$ cat config.mk
export PLATFORM = sky130hd
export DESIGN_NAME = sector_cache_clock_controller_top
export DESIGN_NICKNAME = d
export VERILOG_FILES = /design/src/rtl/scc_pkg.sv /design/src/rtl/sector_cache_clock_controller_top.sv
export SDC_FILE = /design/constraint.sdc
export NUM_CORES = 2
export LEC_CHECK = 0
export BUFFER_PORTS_ARGS = -buffer_cell sky130_fd_sc_hd__clkbuf_2
export CAP_MARGIN = 0
export CORE_MARGIN = 2
export CORE_UTILIZATION = 57
export CTS_CLUSTER_DIAMETER = 30
export DETAILED_ROUTE_END_ITERATION = 6
export PLACE_DENSITY = 0.74
export SYNTH_ARGS = -nofsm -noshare
export SYNTH_HDL_FRONTEND = slang
export SYNTH_SLANG_ARGS = --single-unit
$ cat constraint.sdc
create_clock -name clk -period 3.7 [get_ports clk]
set_input_delay 0.37 -clock clk [delete_from_list [all_inputs] [get_ports clk]]
set_output_delay 0.37 -clock clk [all_outputs]
set_load 0.01 [all_outputs]
$ cat src/rtl/scc_pkg.sv
// ----------------------------------------------------------------------------
// Sector cache clock controller package
// Sizes, field widths and sequencer states shared by the controller files.
// ----------------------------------------------------------------------------
`default_nettype none

package scc_pkg;

  localparam int ENTRIES     = 64;
  localparam int SECTOR_BITS = 32;
  localparam int IDX_W       = $clog2(ENTRIES);
  localparam int CNT_W       = $clog2(ENTRIES + 1);
  localparam int OUT_W       = 1 + IDX_W + 1 + SECTOR_BITS;
  localparam int OUT_TDATA_W = ((OUT_W + 7) / 8) * 8;

  typedef enum logic [2:0] {
    ST_IDLE,
    ST_SCAN,
    ST_SWEEP,
    ST_VICTIM,
    ST_FINISH
  } state_t;

endpackage

`default_nettype wire

$ cat src/rtl/sector_cache_clock_controller_top.sv
// ----------------------------------------------------------------------------
// Sector cache clock controller
// Flow: an accepted item goes through the tag scan and then ST_FINISH on a hit or
// a free-slot fill; a miss on a full cache adds the clock sweep plus one victim
// tag read before ST_FINISH.
// Throughput: one item at a time; the next can be taken in the cycle after the
// result is loaded.
// Reset: rst synchronous, clears fill count, hand, accessed and dirty bits.
// ----------------------------------------------------------------------------
`default_nettype none

module sector_cache_clock_controller_top (
  input  wire logic                                clk,
  input  wire logic                                rst,
  input  wire logic                                s_tvalid,
  output logic                                     s_tready,
  input  wire logic [scc_pkg::SECTOR_BITS-1:0]     s_tdata,  // sector
  input  wire logic                                s_tuser,  // operation
  output logic                                     m_tvalid,
  input  wire logic                                m_tready,
  // hit, slot, writeback_needed, victim_sector
  output logic [scc_pkg::OUT_TDATA_W-1:0]          m_tdata
);

  scc_pkg::state_t state, state_next;

  logic [scc_pkg::SECTOR_BITS-1:0] mem [scc_pkg::ENTRIES];
  logic [scc_pkg::SECTOR_BITS-1:0] rdata;
  logic [scc_pkg::IDX_W-1:0]       rd_addr;

  logic [scc_pkg::ENTRIES-1:0]     acc;
  logic [scc_pkg::ENTRIES-1:0]     dirty;

  logic                            op;
  logic [scc_pkg::SECTOR_BITS-1:0] sector;

  logic [scc_pkg::CNT_W-1:0]       idx, idx_next;
  logic [scc_pkg::CNT_W-1:0]       fill, fill_next;
  logic [scc_pkg::IDX_W-1:0]       hand, hand_next;
  logic [scc_pkg::IDX_W-1:0]       cmp_idx, cmp_idx_next;
  logic                            cmp_vld, cmp_vld_next;
  logic [scc_pkg::IDX_W-1:0]       slot, slot_next;
  logic                            hit, hit_next;
  logic                            wb, wb_next;
  logic [scc_pkg::SECTOR_BITS-1:0] victim, victim_next;

  logic                            accept;
  logic                            clr_acc;
  logic                            tag_we;
  logic                            out_load;
  logic [scc_pkg::IDX_W-1:0]       hand_inc;

  assign s_tready = (state == scc_pkg::ST_IDLE);
  assign accept   = s_tvalid && s_tready;
  assign hand_inc = (hand == scc_pkg::IDX_W'(scc_pkg::ENTRIES - 1)) ?
                    '0 : hand + 1'b1;

  always_comb begin
    state_next   = state;
    idx_next     = idx;
    fill_next    = fill;
    hand_next    = hand;
    cmp_idx_next = cmp_idx;
    cmp_vld_next = 1'b0;
    slot_next    = slot;
    hit_next     = hit;
    wb_next      = wb;
    victim_next  = victim;
    rd_addr      = idx[scc_pkg::IDX_W-1:0];
    clr_acc      = 1'b0;
    tag_we       = 1'b0;
    out_load     = 1'b0;
    unique case (state)
      scc_pkg::ST_IDLE: begin
        if (s_tvalid) begin
          idx_next    = '0;
          hit_next    = 1'b0;
          wb_next     = 1'b0;
          victim_next = '0;
          state_next  = scc_pkg::ST_SCAN;
        end
      end
      scc_pkg::ST_SCAN: begin
        priority if (cmp_vld && rdata == sector) begin
          hit_next   = 1'b1;
          slot_next  = cmp_idx;
          state_next = scc_pkg::ST_FINISH;
        end else if (idx < fill) begin
          rd_addr      = idx[scc_pkg::IDX_W-1:0];
          cmp_vld_next = 1'b1;
          cmp_idx_next = idx[scc_pkg::IDX_W-1:0];
          idx_next     = idx + 1'b1;
        end else if (fill < scc_pkg::CNT_W'(scc_pkg::ENTRIES)) begin
          slot_next  = fill[scc_pkg::IDX_W-1:0];
          fill_next  = fill + 1'b1;
          state_next = scc_pkg::ST_FINISH;
        end else begin
          state_next = scc_pkg::ST_SWEEP;
        end
      end
      scc_pkg::ST_SWEEP: begin
        rd_addr   = hand;
        hand_next = hand_inc;
        if (acc[hand]) begin
          clr_acc = 1'b1;
        end else begin
          slot_next  = hand;
          wb_next    = dirty[hand];
          state_next = scc_pkg::ST_VICTIM;
        end
      end
      scc_pkg::ST_VICTIM: begin
        victim_next = wb ? rdata : '0;
        state_next  = scc_pkg::ST_FINISH;
      end
      scc_pkg::ST_FINISH: begin
        if (!m_tvalid || m_tready) begin
          out_load   = 1'b1;
          tag_we     = !hit;
          state_next = scc_pkg::ST_IDLE;
        end
      end
      default: state_next = scc_pkg::ST_IDLE;
    endcase
  end

  always_ff @(posedge clk) begin
    if (rst) begin
      state   <= scc_pkg::ST_IDLE;
      idx     <= '0;
      fill    <= '0;
      hand    <= '0;
      cmp_vld <= 1'b0;
    end else begin
      state   <= state_next;
      idx     <= idx_next;
      fill    <= fill_next;
      hand    <= hand_next;
      cmp_vld <= cmp_vld_next;
    end
  end

  always_ff @(posedge clk) begin
    cmp_idx <= cmp_idx_next;
    slot    <= slot_next;
    hit     <= hit_next;
    wb      <= wb_next;
    victim  <= victim_next;
    if (accept) begin
      op     <= s_tuser;
      sector <= s_tdata;
    end
  end

  always_ff @(posedge clk) begin
    if (tag_we) begin
      mem[slot] <= sector;
    end
    rdata <= mem[rd_addr];
  end

  always_ff @(posedge clk) begin
    if (rst) begin
      acc   <= '0;
      dirty <= '0;
    end else begin
      if (clr_acc) begin
        acc[hand] <= 1'b0;
      end
      if (out_load) begin
        acc[slot]   <= 1'b1;
        dirty[slot] <= op || (hit && dirty[slot]);
      end
    end
  end

  always_ff @(posedge clk) begin
    if (rst) begin
      m_tvalid <= 1'b0;
    end else if (out_load) begin
      m_tvalid <= 1'b1;
    end else if (m_tready) begin
      m_tvalid <= 1'b0;
    end
  end

  always_ff @(posedge clk) begin
    if (out_load) begin
      m_tdata <= scc_pkg::OUT_TDATA_W'({victim, wb, slot, hit});
    end
  end

endmodule

`default_nettype wire

### Word level (Yosys, flattened, before mapping)

Memory sizes are Yosys's and may differ from the RTL's. A register that Yosys moved wholly into a read port is not among the register bits.
Cells that the tools add are included.

| operators by class | value |
|---|---|
| $add $sub $neg | 3 |
| reduce and logical (&&, ||, !) cells | 24 |
| mux-type cells | 51 |
| equal/unequal tests | 14 |
| magnitude comparators | 6 |
| bitwise operators | 6 |

Operator list:

| operator | number |
|---|---|
| 64-bit 2-to-1 mux | 3 |
| 64-bit AND | 1 |
| 64-bit bitwise mux | 1 |
| 32-bit 2-to-1 mux | 2 |
| 64-bit inverter | 1 |
| 64-bit bitwise OR | 1 |
| 32-bit case mux with 2 select lines | 1 |
| 6-bit 2-to-1 mux | 6 |
| 32-bit == test | 1 |
| 7-bit 2-to-1 mux | 3 |
| 1-bit 2-to-1 mux | 19 |
| 1-bit binary-select mux with 6-bit select | 3 |
| 3-bit 2-to-1 mux | 6 |
| 4-bit AND reduction | 4 |
| 3-bit case mux with 5 select lines | 1 |
| 7-bit by 1-bit adder with 7-bit output, second input constant | 2 |
| 6-bit by 7-bit < comparator with 1-bit output, second input constant | 2 |
| 7-bit case mux with 2 select lines | 1 |
| 1-bit demux with 6-bit select | 2 |
| 6-bit by 1-bit >= comparator with 1-bit output, second input constant | 2 |
| 2-bit != test, second input constant | 6 |
| 6-bit case mux with 2 select lines | 1 |
| 2-bit nonzero test | 5 |
| 3-bit AND reduction | 3 |
| 16 further kinds | 27 |

| word-level totals | value |
|---|---|
| bits in registers | 272 |
| input bits | 37 |
| output and inout bits | 42 |
| RAM bits | 2048 |
| memories | 1 |
| logic and storage cells | 121 |

Memory list:

| memory | words | width | read ports | clocked after memory_dff | wr ports | RTL line | RTL |
|---|---|---|---|---|---|---|---|
| mem | 64 | 32 | 1 | 1 | 1 | sector_cache_clock_controller_top.sv:27 | `logic [scc_pkg::SECTOR_BITS-1:0] mem [scc_pkg::ENTRIES];` |

### Depth between registers and ports, before layout

| depth | value |
|---|---|
| depth after elaboration | 10 |
| gate-level depth with buffers | 13 |
| depth with buffers taken out | 8 |

### Least setup slack after synthesis

No wires, ideal clock.

| path | value |
|---|---|
| path type | reg2reg |
| start | reg state[1] |
| end | reg idx[1] (netlist name) |
| data arrival time | 3.785 ns |
| slack | -0.156 ns |
| buffers on the path | 1 |
| stages on the path, launching flop included | 7 |
| clock period less this slack | 3.856 ns |
| setup time | 0.070 ns |
| cell sequence | dfxtp_1 > clkbuf_1 > nand2b_1 > nor3_1 > a31oi_1 > nand3b_1 > a21oi_1 |

| between the ends | value |
|---|---|
| word-level cells in the longest chain between the ends | 3 |
| elaborated cells on any way between the ends | 8 |
| classes of those cells | eq/ne (4); mux (1); reduce/logical (3) |

Ends and longest elaborated chain:

| element | RTL line | RTL |
|---|---|---|
| start: declaration | sector_cache_clock_controller_top.sv:25 | `scc_pkg::state_t state, state_next;` |
| start signal: assignment | sector_cache_clock_controller_top.sv:129 | `state <= scc_pkg::ST_IDLE;` |
| start signal: assignment | sector_cache_clock_controller_top.sv:135 | `state <= state_next;` |
| 3-bit by 1-bit == test with 1-bit output / 3-bit logical NOT (equally long branches) | sector_cache_clock_controller_top.sv:73 | `unique case (state)` |
| 2-bit != test (no line) / 2-bit nonzero test (equally long branches) | - |  |
| 4-bit AND reduction (no line) | - |  |
| end signal: assignment | sector_cache_clock_controller_top.sv:136 | `idx <= idx_next;` |
| end: declaration | sector_cache_clock_controller_top.sv:37 | `logic [scc_pkg::CNT_W-1:0] idx, idx_next;` |

Parallel ways exist; a longest one is shown, timed or not.
A chain may end at the register's enable or synchronous reset.

### Worst setup path in the final report

| path | value |
|---|---|
| start | reg state[2] |
| end | reg rdata[19] (netlist name), read port of mem |

| between the ends | value |
|---|---|
| word-level cells in the longest chain between the ends | 2 |

Ends and longest elaborated chain:

| element | RTL line | RTL |
|---|---|---|
| 3-bit by 2-bit == test with 1-bit output | sector_cache_clock_controller_top.sv:73 |  |
| 6-bit 2-to-1 mux | - |  |
| end: declaration | sector_cache_clock_controller_top.sv:28 | `logic [scc_pkg::SECTOR_BITS-1:0] rdata;` |

Every way passes these cells.

==> metrics.log <==
INFO  metric setup_violations = 0
INFO  metric dp_cells = 8012
INFO  metric final_period_minus_worst_setup_slack = 3660 ps
INFO  metric buffers_from_clock_root_to_sink_at_most = 4
INFO  metric tritoncts_num_sinks = 2352
INFO  metric avgSynthCellArea = 16.0 µm²
INFO  metric leakagePower = 37.3 nW
INFO  metric grt_pass1_wl = 419000 µm
INFO  metric place_hpwl = 169000 µm
INFO  metric post_synthesis_cell_area = 91800 µm²
INFO  metric stdcell_count = 8786
INFO  metric grt_max_degree = 73
INFO  metric gpl.final_weighted_congestion = 0.940
INFO  metric drt_drc_violations_left = 0
INFO  metric cts_inserted_buffers = 401
INFO  metric place_ws = 22.8 ps
INFO  metric final_min_period_over_clock_period = 99.0%
INFO  metric finish.net_count = 6345
INFO  metric yosysSeqAreaShare = 74.9%
INFO  metric num_vias = 60300
INFO  metric clock_tree.htree_level_count = 5
INFO  metric yosys.area_share.simple = 8.26%
INFO  metric worstSkewPairLatency = 980 ps
INFO  metric drt_pre_antenna_iters = 6
INFO  metric place.port_buffers = 78
INFO  metric maxcap_violations = 0
INFO  metric worst_pin_slew = 1020 ps
INFO  metric setup_slack = 38.1 ps
INFO  metric overall_fraction_of_global_route_tracks_in_use = 35.9%
INFO  metric via_count_of_the_first_global_routing_pass = 59100
INFO  metric ir_drop = 0.568 mV
INFO  metric area_delta_synth_final = 22.0%
INFO  metric syn_nets = 5794
INFO  metric synth-compound-area-share = 6.45%
INFO  metric hold_slack = 141 ps
INFO  metric floorplan.io_pins = 79
INFO  metric tns = 0 ps
INFO  metric ys_warns = 0
INFO  metric detail_route.wl_per_cell = 33.6 µm
INFO  metric floorplan.die_area = 164000 µm²
INFO  metric cp.arrival = 4490 ps
INFO  metric critical_path_required = 4530 ps
INFO  metric crit_path_max_incr_delay = 510 ps
INFO  metric async_reset_ff_share = 0%
INFO  metric worst_slew_margin_rel = 31.1%
INFO  metric synth_cell_types = 79
INFO  metric first_iter_violations = 10100
INFO  metric yosys-mux-area-fraction = 7.81%
INFO  metric finalWirelength = 295000 µm
INFO  metric crit_path_top_delay_cell = sky130_fd_sc_hd__a22oi_1
INFO  metric timing.critical_path.from_type = register
INFO  metric clk_transition_reported_paths = 50 ps
INFO  metric crit_path_cell_trace = buf_4 -> nor4bb_2 -> buf_4 -> a21o_4 -> buf_12 -> buf_4 -> mux4_2 -> a22oi_1 -> nand3_1 -> or3_1
INFO  metric cts_tree = built
INFO  metric yosys.area_share.adder = 0.123%
INFO  metric cp_common_cell = sky130_fd_sc_hd__buf_4
INFO  metric maxSlewViolCount = 0
INFO  metric critPathCaptureType = register
INFO  metric synth-xor-area-share = 0.382%
INFO  metric power.density_cell_area = 607 nW/µm²
INFO  metric synth_top_flop_cell = sky130_fd_sc_hd__edfxtp_1
INFO  metric synth_seq_cells = 2352
INFO  metric worstPathMaxFanout = 39
INFO  metric vias_per_cell = 6.87
INFO  metric hold_viol_final = 0
INFO  metric synth_enable_flop_cells = 2167
INFO  metric status = finished, final reports clean
INFO  metric grt_remaining_overflow = 0
INFO  metric postSynthCellCount = 5748
INFO  metric fmax = 0.273 GHz
INFO  metric initial_cell_density_of_the_core = 57.3%
INFO  metric drtAntennaViolNets = 0
INFO  metric grt_antenna_before_repair = 26
INFO  metric floorplan.rows = 147
INFO  metric die_h = 405 µm
INFO  metric die_w = 405 µm
INFO  metric final_skew = 60.9 ps
INFO  metric synth_top_family_by_area = simple AND/OR/NAND/NOR gates
INFO  metric min-delay-path-class = in2reg
INFO  metric root_buffer = sky130_fd_sc_hd__clkbuf_16
INFO  metric placeableCoreArea = 160000 µm²
INFO  metric critical_path_class = reg2reg
INFO  metric post_route_cells_drive_above_1_share = 23.6%
INFO  metric filler_cells_inserted = 9436
## placed cells by master, fill, tap and decap left out, types with 17 or more instances in the layout
cell                            synthesis  final
sky130_fd_sc_hd__mux2i_1              164    162
sky130_fd_sc_hd__o221ai_1              54     54
sky130_fd_sc_hd__dlygate4sd3_1          0     36
sky130_fd_sc_hd__o2111ai_1             24     23
sky130_fd_sc_hd__inv_6                  0     52
sky130_fd_sc_hd__nor2_1               289    216
sky130_fd_sc_hd__a31oi_1               93     93
sky130_fd_sc_hd__a211oi_1              37     37
sky130_fd_sc_hd__o21ai_0               98     98
sky130_fd_sc_hd__mux4_2               222    222
sky130_fd_sc_hd__a311oi_1              72     72
sky130_fd_sc_hd__nand4_1               90     90
sky130_fd_sc_hd__and2_1                35     35
sky130_fd_sc_hd__o221a_2               18     18
sky130_fd_sc_hd__clkbuf_2               0     77
sky130_fd_sc_hd__a21oi_1              100    100
sky130_fd_sc_hd__clkinv_1               0     27
sky130_fd_sc_hd__or4_1                 18     17
sky130_fd_sc_hd__edfxtp_1            2167   2167
sky130_fd_sc_hd__nand3_1              243    241
sky130_fd_sc_hd__nand2_1              890    889
sky130_fd_sc_hd__nor2_4                 2     70
sky130_fd_sc_hd__mux2_2                44     44
sky130_fd_sc_hd__clkinv_4               0     45
sky130_fd_sc_hd__a32oi_1               68     67
sky130_fd_sc_hd__clkinvlp_4             0     48
sky130_fd_sc_hd__xor2_1                30     30
sky130_fd_sc_hd__clkbuf_1             151     27
sky130_fd_sc_hd__clkinv_2               0     58
sky130_fd_sc_hd__dfxtp_1              185    185
sky130_fd_sc_hd__bufinv_16              0     45
sky130_fd_sc_hd__o22ai_1               27     27
sky130_fd_sc_hd__clkbuf_16              0    408
sky130_fd_sc_hd__a22oi_1               67     67
sky130_fd_sc_hd__nor3_1                36     34
sky130_fd_sc_hd__o211ai_1              17     17
sky130_fd_sc_hd__buf_4                 38    296
sky130_fd_sc_hd__buf_12                 0    103
sky130_fd_sc_hd__inv_1                 24     24
## final timing paths
path / from / end / slack [ps] / cells after the start
max: state[2] / rdata[19] / 40 / 10
min: s_tdata[1] / sector[1] / 140 / 2
max reg2reg: state[2] / rdata[19] / 40 / 10
min reg2reg: victim[6] / m_tdata[14] / 400 / 0
## worst max-delay path: cells and delay by family (launching register included)
kind	cells	cell delay, ps
flip-flops	1	310
buffers and inverters	4	1160
AO/OA/AOI/OAI	2	720
AND/OR/NAND/NOR	3	860
multiplexers	1	390
## what timing repair did
item | 4_1_cts | 5_1_grt
pin swaps | 0 | 4
hold buffers | 36 | 0
buffers inserted | 2 | 5
endpoints found under the setup margin | 10 | 13
cloned | 0 | 1
gates resized for setup | 1 | 8
hold endpoints to repair | 69 | 0
## routing by layer
layer / share of wire [%] / track usage [%] / vias to the layer above
met5: 0.046 / 0 / -
met4: 6.9 / 21.0 / 20
met3: 16 / 12.1 / 1194
met2: 44 / 53.3 / 5570
met1: 33 / 46.4 / 29700
li1: - / - / 23900
## cells in the mapped netlist, drive strengths merged (30+ instances only)
master	count	area share (%)
edfxtp	2167	71
nand2	891	3.6
nor2	296	1.2
nand3	243	1.3
mux4	222	5.4
buf	218	1.3
dfxtp	185	4.0
mux2i	166	1.8
clkbuf	151	0.62
a21oi	103	0.59
o21ai	98	0.53
a31oi	93	0.63
nand4	90	0.61
a311oi	72	0.69
a32oi	68	0.65
a22oi	67	0.55
o221ai	54	0.52
mux2	44	0.54
nor3	38	0.22
a211oi	37	0.30
and2	35	0.24
xor2	30	0.29
## per-stage QoR
| step | util (%) | cell area (µm²) | total power, mW |
|---|---|---|---|
| after global placement | 61.2 | 98000 | 31.6 |
| after detailed placement | 61.2 | 98000 | 31.6 |
| final | 69.9 | 112000 | 68.0 |
| after global routing | 69.9 | 112000 | 69.3 |
| after CTS | 69.8 | 112000 | 68.0 |
| after floorplan | - | 91800 | 30.9 |
## cell families after synthesis
family	Yosys count
buffers and inverters	393
adders and majority gates	9
DFF	2352
xor gates and xnor gates	40
and+or+nand+nor	1721
muxes	432
AOI/OAI and AO/OA	801
## report_power, final
group / internal, mW / leakage [nW] / switching [mW]
Clock: 23.6 / 6.48 / 13.2
Sequential: 29.3 / 21.0 / 0.164
Combinational: 0.479 / 9.74 / 1.27
Total: 53.4 / 37.3 / 14.6
## state kept, by name (all words and copies together), names as in the netlist
name	count
acc	64
cmp_idx	6
cmp_vld	1
dirty	64
fill	7
hand	6
hit	1
idx	7
m_tdata	40
m_tvalid	1
mem	2048
op	1
rdata	32
sector	32
slot	6
state	3
victim	32
wb	1
## layout make-up
cell class              count  area, µm²  area share, %
clock buffers             444      10400           9.31
diodes                      6       15.0         0.0134
inverters                  24       90.1         0.0805
clock inverters           280       3020           2.70
flip-flops and latches   2352      68800           61.4
multi-input cells        3003      21800           19.5
well taps                2160       2700           2.41
repair buffers            517       5100           4.56
Note: power is estimated with default switching activity, not from simulation.
